File: src/design/pfr_pkg.sv
package pfr_pkg;

    // Widths of the fields carried along the cell chain. They cover the full
    // range of frame counts (up to 64) and page widths (up to 32 bits).
    localparam int MAX_IDX_W  = 6;
    localparam int MAX_RANK_W = 6;
    localparam int MAX_PAGE_W = 32;

    typedef logic [MAX_IDX_W-1:0]  t_idx;
    typedef logic [MAX_RANK_W-1:0] t_rank;
    typedef logic [MAX_PAGE_W-1:0] t_page;

    // Configuration register indexes.
    localparam logic CFG_POLICY = 1'b0;
    localparam logic CFG_FRAMES = 1'b1;

    // Replacement policy codes.
    localparam logic POLICY_FIFO = 1'b0;
    localparam logic POLICY_LRU  = 1'b1;

    // Search record handed from one cell to the next.
    typedef struct packed {
        logic  tok;
        logic  hit;
        t_idx  hit_idx;
        t_rank hit_rank;
        logic  empty;
        t_idx  empty_idx;
        t_idx  lru_idx;
        t_rank lru_rank;
        t_page lru_page;
        t_rank ptr_rank;
        t_page ptr_page;
    } t_scan;

    // Update broadcast to every cell once the victim is known.
    typedef struct packed {
        logic  en;
        t_idx  frame;
        logic  was_valid;
        t_rank old_rank;
        logic  load;
        t_page page;
    } t_upd;

endpackage

File: src/design/pfr_cell.sv
module pfr_cell #(
    parameter int FRAME_COUNT = 16,
    parameter int PAGE_BITS   = 16,
    parameter int CELL_IDX    = 0,
    localparam int CW = $clog2(FRAME_COUNT + 1),
    localparam int RW = (FRAME_COUNT > 1) ? $clog2(FRAME_COUNT) : 1
) (
    input  logic                 i_clk,
    input  logic                 i_rst_n,
    input  logic [PAGE_BITS-1:0] i_req_page,
    input  logic [CW-1:0]        i_active_frames,
    input  pfr_pkg::t_idx        i_ptr,
    input  pfr_pkg::t_scan       i_rec,
    output pfr_pkg::t_scan       o_rec,
    input  pfr_pkg::t_upd        i_upd
);

    logic [PAGE_BITS-1:0] r_page;
    logic                 r_valid;
    logic [RW-1:0]        r_rank;
    logic                 r_tok;
    pfr_pkg::t_scan       r_rec;
    pfr_pkg::t_scan       n_rec;

    // Fold this frame into the running search record; frames beyond the
    // active count pass the record on untouched.
    always_comb begin
        n_rec = i_rec;
        if (CELL_IDX < int'(i_active_frames)) begin
            if (!i_rec.hit && r_valid && (r_page == i_req_page)) begin
                n_rec.hit      = 1'b1;
                n_rec.hit_idx  = pfr_pkg::t_idx'(CELL_IDX);
                n_rec.hit_rank = pfr_pkg::t_rank'(r_rank);
            end
            if (!i_rec.empty && !r_valid) begin
                n_rec.empty     = 1'b1;
                n_rec.empty_idx = pfr_pkg::t_idx'(CELL_IDX);
            end
            if ((CELL_IDX == 0) || (pfr_pkg::t_rank'(r_rank) > i_rec.lru_rank)) begin
                n_rec.lru_idx  = pfr_pkg::t_idx'(CELL_IDX);
                n_rec.lru_rank = pfr_pkg::t_rank'(r_rank);
                n_rec.lru_page = pfr_pkg::t_page'(r_page);
            end
            if (pfr_pkg::t_idx'(CELL_IDX) == i_ptr) begin
                n_rec.ptr_rank = pfr_pkg::t_rank'(r_rank);
                n_rec.ptr_page = pfr_pkg::t_page'(r_page);
            end
        end
    end

    always_ff @(posedge i_clk) begin
        if (!i_rst_n) begin
            r_tok <= 1'b0;
        end else begin
            r_tok <= i_rec.tok;
        end
        if (i_rec.tok) begin
            r_rec <= n_rec;
        end
    end

    always_comb begin
        o_rec     = r_rec;
        o_rec.tok = r_tok;
    end

    always_ff @(posedge i_clk) begin
        if (!i_rst_n) begin
            r_valid <= 1'b0;
            r_rank  <= '0;
        end else if (i_upd.en) begin
            if (i_upd.frame == pfr_pkg::t_idx'(CELL_IDX)) begin
                r_rank <= '0;
                if (i_upd.load) begin
                    r_valid <= 1'b1;
                end
            end else if (r_valid
                         && (!i_upd.was_valid
                             || (pfr_pkg::t_rank'(r_rank) < i_upd.old_rank))
                         && (int'(r_rank) < FRAME_COUNT - 1)) begin
                r_rank <= r_rank + RW'(1);
            end
        end
    end

    always_ff @(posedge i_clk) begin
        if (i_upd.en && i_upd.load && (i_upd.frame == pfr_pkg::t_idx'(CELL_IDX))) begin
            r_page <= PAGE_BITS'(i_upd.page);
        end
    end

endmodule

File: src/design/page_frame_replacement_fifo_lru_unit.sv
// Requests are taken only in the idle state, so a new request waits until the last one is applied.
// The search token passes through each frame cell register in turn, then the last record is
// handed to the control, the update state (held while the result register is full) applies
// the choice and fills the result register, and the next request is accepted in idle.
// Reset (synchronous, active low): all frames empty, ranks, pointer and fault count zero,
// policy FIFO, sixteen frames in use, no result pending.
module page_frame_replacement_fifo_lru_unit #(
    parameter int FRAME_COUNT = 16,
    parameter int PAGE_BITS   = 16
) (
    input  logic        i_clk,
    input  logic        i_rst_n,
    // Request transaction. tdata: request_page [15:0].
    input  logic        s_axis_tvalid,
    output logic        s_axis_tready,
    input  logic [15:0] s_axis_tdata,
    // Result transaction. tdata, from the lowest bit up: hit [0], frame_index [4:1],
    // evicted_valid [5], evicted_page [21:6], fault_total [53:22], zero fill [55:54].
    output logic        m_axis_tvalid,
    input  logic        m_axis_tready,
    output logic [55:0] m_axis_tdata,
    // Configuration write port.
    input  logic        i_cfg_we,
    input  logic        i_cfg_index,
    input  logic [4:0]  i_cfg_data
);

    localparam int CW = $clog2(FRAME_COUNT + 1);
    localparam int IW = (FRAME_COUNT > 1) ? $clog2(FRAME_COUNT) : 1;

    localparam logic [1:0] ST_IDLE  = 2'd0;
    localparam logic [1:0] ST_SCAN  = 2'd1;
    localparam logic [1:0] ST_APPLY = 2'd2;

    // Configuration registers.
    logic        r_policy;
    logic [4:0]  r_frames_cfg;

    // Per-request working registers, held steady while the token walks the chain.
    logic [1:0]           r_state;
    logic                 r_start;
    logic [PAGE_BITS-1:0] r_req_page;
    logic [CW-1:0]        r_active;
    pfr_pkg::t_idx        r_ptr_eff;

    // Architectural state kept outside the cells.
    logic [IW-1:0]  r_ptr;
    logic [31:0]    r_faults;

    // Result register, which parts the master side from the search.
    logic           r_out_valid;
    logic [55:0]    r_out_data;

    logic [CW-1:0]  active_now;
    logic           in_accept;
    logic           out_free;
    logic           apply_fire;

    pfr_pkg::t_scan chain [FRAME_COUNT+1];
    pfr_pkg::t_scan last_rec;
    pfr_pkg::t_upd  upd;

    logic           sel_evict;
    pfr_pkg::t_idx  sel_frame;
    pfr_pkg::t_page sel_ev_page;
    logic [31:0]    faults_next;

    // Effective frame count: zero acts as one, and anything above the built
    // count acts as the built count.
    always_comb begin
        if (r_frames_cfg == 5'd0) begin
            active_now = CW'(1);
        end else if (int'(r_frames_cfg) > FRAME_COUNT) begin
            active_now = CW'(FRAME_COUNT);
        end else begin
            active_now = CW'(r_frames_cfg);
        end
    end

    assign s_axis_tready = (r_state == ST_IDLE);
    assign in_accept     = s_axis_tvalid && s_axis_tready;
    assign out_free      = !r_out_valid || m_axis_tready;
    assign apply_fire    = (r_state == ST_APPLY) && out_free;

    always_ff @(posedge i_clk) begin
        if (!i_rst_n) begin
            r_policy     <= pfr_pkg::POLICY_FIFO;
            r_frames_cfg <= 5'd16;
        end else if (i_cfg_we) begin
            unique case (i_cfg_index)
                pfr_pkg::CFG_POLICY: r_policy     <= i_cfg_data[0];
                pfr_pkg::CFG_FRAMES: r_frames_cfg <= i_cfg_data;
                default:             r_policy     <= r_policy;
            endcase
        end
    end

    // The request is registered on acceptance, together with the frame count
    // and the round robin pointer folded back into range. The token enters
    // cell zero in the cycle after acceptance.
    always_ff @(posedge i_clk) begin
        if (in_accept) begin
            r_req_page <= PAGE_BITS'(s_axis_tdata);
            r_active   <= active_now;
            if (int'(r_ptr) < int'(active_now)) begin
                r_ptr_eff <= pfr_pkg::t_idx'(r_ptr);
            end else begin
                r_ptr_eff <= '0;
            end
        end
    end

    always_ff @(posedge i_clk) begin
        if (!i_rst_n) begin
            r_state <= ST_IDLE;
            r_start <= 1'b0;
        end else begin
            r_start <= in_accept;
            unique case (r_state)
                ST_IDLE: begin
                    if (in_accept) begin
                        r_state <= ST_SCAN;
                    end
                end
                ST_SCAN: begin
                    if (last_rec.tok) begin
                        r_state <= ST_APPLY;
                    end
                end
                ST_APPLY: begin
                    if (out_free) begin
                        r_state <= ST_IDLE;
                    end
                end
                default: r_state <= ST_IDLE;
            endcase
        end
    end

    // Head of the chain: an empty record carrying the token.
    always_comb begin
        chain[0]     = '0;
        chain[0].tok = r_start;
    end

    for (genvar g = 0; g < FRAME_COUNT; g++) begin : g_cell
        pfr_cell #(
            .FRAME_COUNT (FRAME_COUNT),
            .PAGE_BITS   (PAGE_BITS),
            .CELL_IDX    (g)
        ) u_cell (
            .i_clk           (i_clk),
            .i_rst_n         (i_rst_n),
            .i_req_page      (r_req_page),
            .i_active_frames (r_active),
            .i_ptr           (r_ptr_eff),
            .i_rec           (chain[g]),
            .o_rec           (chain[g+1]),
            .i_upd           (upd)
        );
    end

    // The last cell keeps its record until the next token, so the update
    // cycle may wait for the master side without losing the search result.
    assign last_rec = chain[FRAME_COUNT];

    // Victim choice: a hit keeps its frame, a miss takes the lowest empty
    // frame, and a full set evicts by policy. Under LRU the lowest-numbered
    // frame with the highest rank has already been picked along the chain.
    always_comb begin
        upd         = '0;
        sel_evict   = 1'b0;
        sel_ev_page = '0;
        priority if (last_rec.hit) begin
            sel_frame     = last_rec.hit_idx;
            upd.was_valid = 1'b1;
            upd.old_rank  = last_rec.hit_rank;
        end else if (last_rec.empty) begin
            sel_frame     = last_rec.empty_idx;
            upd.was_valid = 1'b0;
        end else if (r_policy == pfr_pkg::POLICY_FIFO) begin
            sel_frame     = r_ptr_eff;
            upd.was_valid = 1'b1;
            upd.old_rank  = last_rec.ptr_rank;
            sel_evict     = 1'b1;
            sel_ev_page   = last_rec.ptr_page;
        end else begin
            sel_frame     = last_rec.lru_idx;
            upd.was_valid = 1'b1;
            upd.old_rank  = last_rec.lru_rank;
            sel_evict     = 1'b1;
            sel_ev_page   = last_rec.lru_page;
        end
        upd.en    = apply_fire;
        upd.frame = sel_frame;
        upd.load  = !last_rec.hit;
        upd.page  = pfr_pkg::t_page'(r_req_page);
    end

    // Every fault bumps the count, which sticks at its maximum.
    always_comb begin
        if (!last_rec.hit && (r_faults != 32'hFFFF_FFFF)) begin
            faults_next = r_faults + 32'd1;
        end else begin
            faults_next = r_faults;
        end
    end

    always_ff @(posedge i_clk) begin
        if (!i_rst_n) begin
            r_ptr    <= '0;
            r_faults <= '0;
        end else if (apply_fire) begin
            r_faults <= faults_next;
            // The pointer moves past the chosen frame on every fault,
            // under either policy, so a policy switch finds it current.
            if (!last_rec.hit) begin
                if (int'(sel_frame) + 1 >= int'(r_active)) begin
                    r_ptr <= '0;
                end else begin
                    r_ptr <= IW'(int'(sel_frame) + 1);
                end
            end
        end
    end

    always_ff @(posedge i_clk) begin
        if (!i_rst_n) begin
            r_out_valid <= 1'b0;
        end else if (apply_fire) begin
            r_out_valid <= 1'b1;
        end else if (m_axis_tready) begin
            r_out_valid <= 1'b0;
        end
    end

    always_ff @(posedge i_clk) begin
        if (apply_fire) begin
            r_out_data <= {2'b00, faults_next, 16'(sel_ev_page), sel_evict,
                           4'(sel_frame), last_rec.hit};
        end
    end

    assign m_axis_tvalid = r_out_valid;
    assign m_axis_tdata  = r_out_data;

endmodule

File: config.mk
export PLATFORM = sky130hd
export DESIGN_NAME = page_frame_replacement_fifo_lru_unit
export DESIGN_NICKNAME = d
export VERILOG_FILES = /design/src/design/pfr_pkg.sv /design/src/design/pfr_cell.sv /design/src/design/page_frame_replacement_fifo_lru_unit.sv
export SDC_FILE = /design/constraint.sdc
export NUM_CORES = 2
export LEC_CHECK = 0
export ABC_AREA = 1
export BUFFER_PORTS_ARGS = -buffer_cell sky130_fd_sc_hd__buf_2
export CAP_MARGIN = 25
export CORE_MARGIN = 1.5
export CORE_UTILIZATION = 58
export CTS_CLUSTER_SIZE = 16
export DETAILED_ROUTE_END_ITERATION = 7
export PLACE_DENSITY_LB_ADDON = 0.12
export REMOVE_ABC_BUFFERS = 1
export SLEW_MARGIN = 10
export SYNTH_ARGS = -nofsm -noshare
export SYNTH_HDL_FRONTEND = slang
export SYNTH_HIERARCHICAL = 1
export SYNTH_SLANG_ARGS = --single-unit
File: constraint.sdc
create_clock -name i_clk -period 5.6 [get_ports i_clk]
set_clock_uncertainty 0.15 [all_clocks]
set_input_delay 0 -clock i_clk [delete_from_list [all_inputs] [get_ports i_clk]]
set_output_delay 0 -clock i_clk [all_outputs]
set_load 0.05 [all_outputs]
---- Word level (Yosys, flattened, before mapping) ----
Cells that the tools add are included.
word-level totals
  register bits ........................... 2079
  bits of input ports ..................... 27
  output and inout port bits .............. 58
  word-level logic and storage cells ...... 732
operators by class
  add/sub/neg operators ................... 18
  magnitude comparators ................... 66
  equality and inequality tests ........... 52
  muxes and demuxes ....................... 128
  bitwise gates (word level) .............. 2
  reductions and logical operators ........ 223
operators with widths
  operator               number
  $mux 102               15
  $mux 44                15
  $mux 38                15
  $eq 16x16->1           16
  $mux 13                16
  $mux 4                 33
  $mux 7                 17
  $logic_and 1x1->1      98
  $lt 4x6->1             16
  $gt 4x6->1             15
  $add 4x1->4 const B    16
  $lt 4x4->1 const B     16
  $reduce_and 3->1       17
  $eq 4x6->1 const A     8
  $eq 6x4->1 const B     8
  $logic_not 1->1        48
  $reduce_and 2->1       21
  $lt 4x5->1 const A     8
  $reduce_bool 2->1      17
  $add 32x1->32 const B  1
  $ge 32x6->1            1
  $mux 32                1
  $ne 32x32->1 const B   1
  $mux 6                 5
  other kinds (27)       65

---- Logic depth before layout (Yosys ltp) ----
  depth after elaboration ................. 9
  gate-level depth with buffers ........... 19
  depth with buffers taken out ............ 19

---- Cells and area by module ----
Netlist, hierarchy kept.
by module, submodules not included
  module                                instances  cells an instance  area each (µm²)  seq. area each (µm²)
  page_frame_replacement_fifo_lru_unit  1          808                6451.2           3293.2
  pfr_cell (g_cell[8].u_cell)           1          537                5607.9           3663.5
  pfr_cell (g_cell[5].u_cell)           1          524                5465.2           3663.5
  pfr_cell (g_cell[9].u_cell)           1          515                5459.0           3663.5
  pfr_cell (g_cell[6].u_cell)           1          490                5457.7           3663.5
  pfr_cell (g_cell[4].u_cell)           1          510                5447.7           3663.5
  pfr_cell (g_cell[13].u_cell)          1          512                5420.2           3663.5
  pfr_cell (g_cell[2].u_cell)           1          489                5408.9           3663.5
  pfr_cell (g_cell[3].u_cell)           1          490                5365.1           3663.5
  pfr_cell (g_cell[1].u_cell)           1          493                5357.6           3663.5
  pfr_cell (g_cell[14].u_cell)          1          482                5350.1           3663.5
  pfr_cell (g_cell[11].u_cell)          1          478                5335.1           3663.5
  pfr_cell (g_cell[10].u_cell)          1          483                5333.9           3663.5
  pfr_cell (g_cell[12].u_cell)          1          486                5317.6           3663.5
  +3 rows                               -          -                  -                -

---- Worst setup path before layout ----
Ideal clock, no wire load.
  kind .................................... register -> register
  start ................................... register r_out_valid (netlist: m_axis_tvalid)
  end ..................................... register g_cell[12].u_cell.r_page[0] (enable)
  setup time .............................. 0.390 ns
  arrival ................................. 4.922 ns
  required time ........................... 5.060 ns
  slack ................................... 0.137 ns
  stages on the path, launching flop included .. 9
  path buffers ............................ 1
  clock period less this slack ............ 5.463 ns
  cells stage by stage .................... dfxtp_1 -> inv_1 -> nor2_1 -> inv_1 -> nand2_1 -> inv_1 -> clkbuf_1 -> nand2_1 -> nor2_1
on the way
  cells in the longest elaborated chain, start to end .. 5
ends and longest elaborated chain
  element                          RTL line                                     source
  start, declared                  page_frame_replacement_fifo_lru_unit.sv:51   logic r_out_valid;
  start signal, assigned           page_frame_replacement_fifo_lru_unit.sv:229  r_out_valid <= 1'b0;
  start signal, assigned           page_frame_replacement_fifo_lru_unit.sv:231  r_out_valid <= 1'b1;
  start signal, assigned           page_frame_replacement_fifo_lru_unit.sv:233  r_out_valid <= 1'b0;
  $logic_not 1->1                  page_frame_replacement_fifo_lru_unit.sv:82   assign out_free = !r_out_valid || m_axis_tready;
  $logic_or 1x1->1                 page_frame_replacement_fifo_lru_unit.sv:82
  $logic_and 1x1->1                page_frame_replacement_fifo_lru_unit.sv:83   assign apply_fire = (r_state == ST_APPLY) && out_free;
  via apply_fire                   page_frame_replacement_fifo_lru_unit.sv:57   logic apply_fire;
  $logic_and 1x1->1 (2 in series)  pfr_cell.sv:87                               if (i_upd.en && i_upd.load && (i_upd.frame == pfr_pkg::t_idx'(CELL_IDX))) begin
  end signal, assigned             pfr_cell.sv:88                               r_page <= PAGE_BITS'(i_upd.page);
  end, declared                    pfr_cell.sv:18                               logic [PAGE_BITS-1:0] r_page;
The timed path passes the listed nets, and every way through them passes these cells.
A chain may end at the register's enable or synchronous reset.

---- Worst setup path in the final report ----
  start ................................... register g_cell[15].u_cell.r_rec (netlist bit g_cell[15].u_cell/o_rec[101])
  end ..................................... register g_cell[7].u_cell.r_page[5] (enable)
on the way
  cells in the longest elaborated chain, start to end .. 3
  elaborated cells between the ends (all ways) .. 5
  those cells by class .................... 1 x eq/ne; 1 x mux; 3 x reduce/logical
ends and longest elaborated chain
  element                 RTL line                                     source
  start, declared         pfr_cell.sv:22                               pfr_pkg::t_scan r_rec;
  start signal, assigned  pfr_cell.sv:58                               r_rec <= n_rec;
  $mux 6                  page_frame_replacement_fifo_lru_unit.sv:174  priority if (last_rec.hit) begin
  via sel_frame[4]        page_frame_replacement_fifo_lru_unit.sv:64   pfr_pkg::t_idx sel_frame;
  $eq 6x3->1              pfr_cell.sv:87
  $logic_and 1x1->1       pfr_cell.sv:87
  end signal, assigned    pfr_cell.sv:88
  end, declared           pfr_cell.sv:18
The timed path passes the listed nets, and every way through them passes these cells.

==> impl_metrics.ini <==
[finish]
final_nets = 7586
final_common_cell = nand2_1
finalInstanceArea_um2 = 81640
layout-drive-gt1-share_pct = 10.64
final_cell_mix = nand2_1, edfxtp_1, inv_1
fillerInstances = 9810
synthToLayoutAreaGrowth_pct = 11.33
diodes = 0

[clocking]
cts_buffer_depth = 3
insertion_delay_ns = 0.80
numCtsBuffers = 165
holdBufCountCts = 61
cts_sinks = 1597
cts_tree = yes
post_cts_buffers = 0
clk_pin_slew_ns = 0.06
ctsHtreeMaxLevel = 4
root_buffer = clkbuf_16
cts_resized = 0

[global_routing]
track_usage_pct = 30.06
grt_max_degree = 72
grt_pass1_vias = 48390
grt_overflow_total = 0
antenna_found_initial = 7
grt_pass1_wl_mm = 288.1

[drt]
drt-total-wl_mm = 193.2
drt_iter0_drc = 5877
antenna_left = 0
wire_per_inst_um = 20.96
drc = 0
vias_per_cell = 5.503
dr.pass1.iters = 6
num_vias = 50700

[hold_path]
hold_path_startpoint = i_rst_n
hold_path_class = in2reg

[placed_design]
placed_area_um2 = 75520
post-place-ws_ns = 1.614
gp_congestion = 0.9277
portBuffers = 82
place_hpwl_mm = 132.0

[power]
max-vdd-ir-drop_mv = 0.3166
power_density_nw_per_um2 = 303.6
p_leak_nw = 34.31

[setup_path]
crit_slowest_cell = edfxtp_1
worstSetupStartpointType = flop
cpLargestDelayFamily = buffers and inverters
r2r_start = g_cell[15].u_cell/o_rec[101]
path_max_fanout = 17
cp_data_required_time_ns = 5.87
path_cells = nor2_2 > inv_2 > nor2_1 > nor2_1 > inv_1 > nor3_1 > nand3_1 > inv_1 > nand3_1 > inv_1
path_buf_inv = 4
setup.worst_path.class = reg2reg
worst_path_most_repeated_cell = inv_1
cp-startpoint = g_cell[15].u_cell/o_rec[101]
cpPeakStageDelay_ns = 0.71
crit_arrival_ns = 4.31
endpoint_kind = flop

[sta]
relSlewSlack_pct = 25.77
rsz0062_at_grt = false
slew_viol_final = 0
finalSetupViolCount = 0
hold_viol_final = 0
min_period_ns = 4.039
fmax_ghz = 0.2476
min_period_over_period_pct = 72.13
tns_ns = 0
worst_pin_slew_ns = 1.109
timing.final.ws_setup_ns = 1.561

[synthesis]
syn-cell-area_um2 = 73330
yosys_warnings = 6
syn_avg_cell_area_um2 = 10.20
synthCells = 7189

[floorplan]
dieArea_um2 = 128600
die_h_um = 358.6
boundaryPins = 85
placeableCoreArea_um2 = 125600
num_rows = 130
die_x_um = 358.6
initial_utilization_pct = 58.40

[run_status]
status = finished clean

[job]
drv_cap = 0
==> final timing paths <==
path / slack (ns) / end / depth (start not counted)
worst min-delay path: 0.1 / g_cell[14].u_cell/r_tok / 4
worst max register to register: 1.56 / g_cell[7].u_cell/r_page[5] / 10
worst max-delay path: 1.56 / g_cell[7].u_cell/r_page[5] / 10
worst min register to register: 0.30 / g_cell[8].u_cell/o_rec[75] / 0
==> where the power goes <==
part           leakage (nW)  switching (W)  internal [W]
registers              14.3      0.0000463        0.0130
logic                  17.3       0.000493      0.000187
clock network          2.66        0.00466       0.00644
total                  34.3        0.00520        0.0196
==> state kept, by name, summed over array words and instances, names as in the netlist <==
| signal | cells |
|---|---|
| r_start | 1 |
| g_cell.u_cell/o_rec | 1120 |
| m_axis_tdata | 54 |
| g_cell.u_cell/r_valid | 16 |
| r_policy | 1 |
| r_ptr | 4 |
| r_state | 2 |
| r_frames_cfg | 5 |
| r_faults | 32 |
| r_ptr_eff | 4 |
| r_active | 5 |
| g_cell.u_cell/r_rank | 64 |
| g_cell.u_cell/r_page | 256 |
| r_req_page | 16 |
| m_axis_tvalid | 1 |
| g_cell.u_cell/r_tok | 16 |
==> area by class of cell <==
cell class	count	area (um^2)	area share [%]
clock inverter	85	967.2	1.185
timing repair buffer	233	1743	2.135
multi-input combinational	4312	21610	26.47
clock buffer	221	4504	5.517
sequential	1597	46550	57.03
inverter	1116	4194	5.137
tap	1650	2064	2.529
==> per-layer routing <==
layer	routed length [um]	up-vias	GRT usage, %
met4	9298	2	13.92
met1	77160	24120	39.45
met2	92560	2050	49.51
li1	-	24100	-
met5	19	-	0
met3	14130	427	4.594
==> tightest hold or removal path: stages <==
cell and delay [ns]:
dlygate4sd3_1 0.54, buf_4 0.30, nand2_1 0.12, inv_1 0.04
==> stage by stage <==
stage | instances | power [W] | util, % | hold WS [ns]
2_1_floorplan | 7025 | 0.01361 | - | -0.05655
3_3_place_gp | 8842 | 0.01388 | 60.11 | 0.02721
3_5_place_dp | 8846 | 0.01389 | 60.14 | 0.02827
4_1_cts | 9213 | 0.02491 | 64.99 | 0.05242
5_1_grt | 9214 | 0.02544 | 65.01 | 0.1183
6_report | 9214 | 0.02478 | 65.01 | 0.09813
Note: power is estimated with default switching activity, not from simulation.
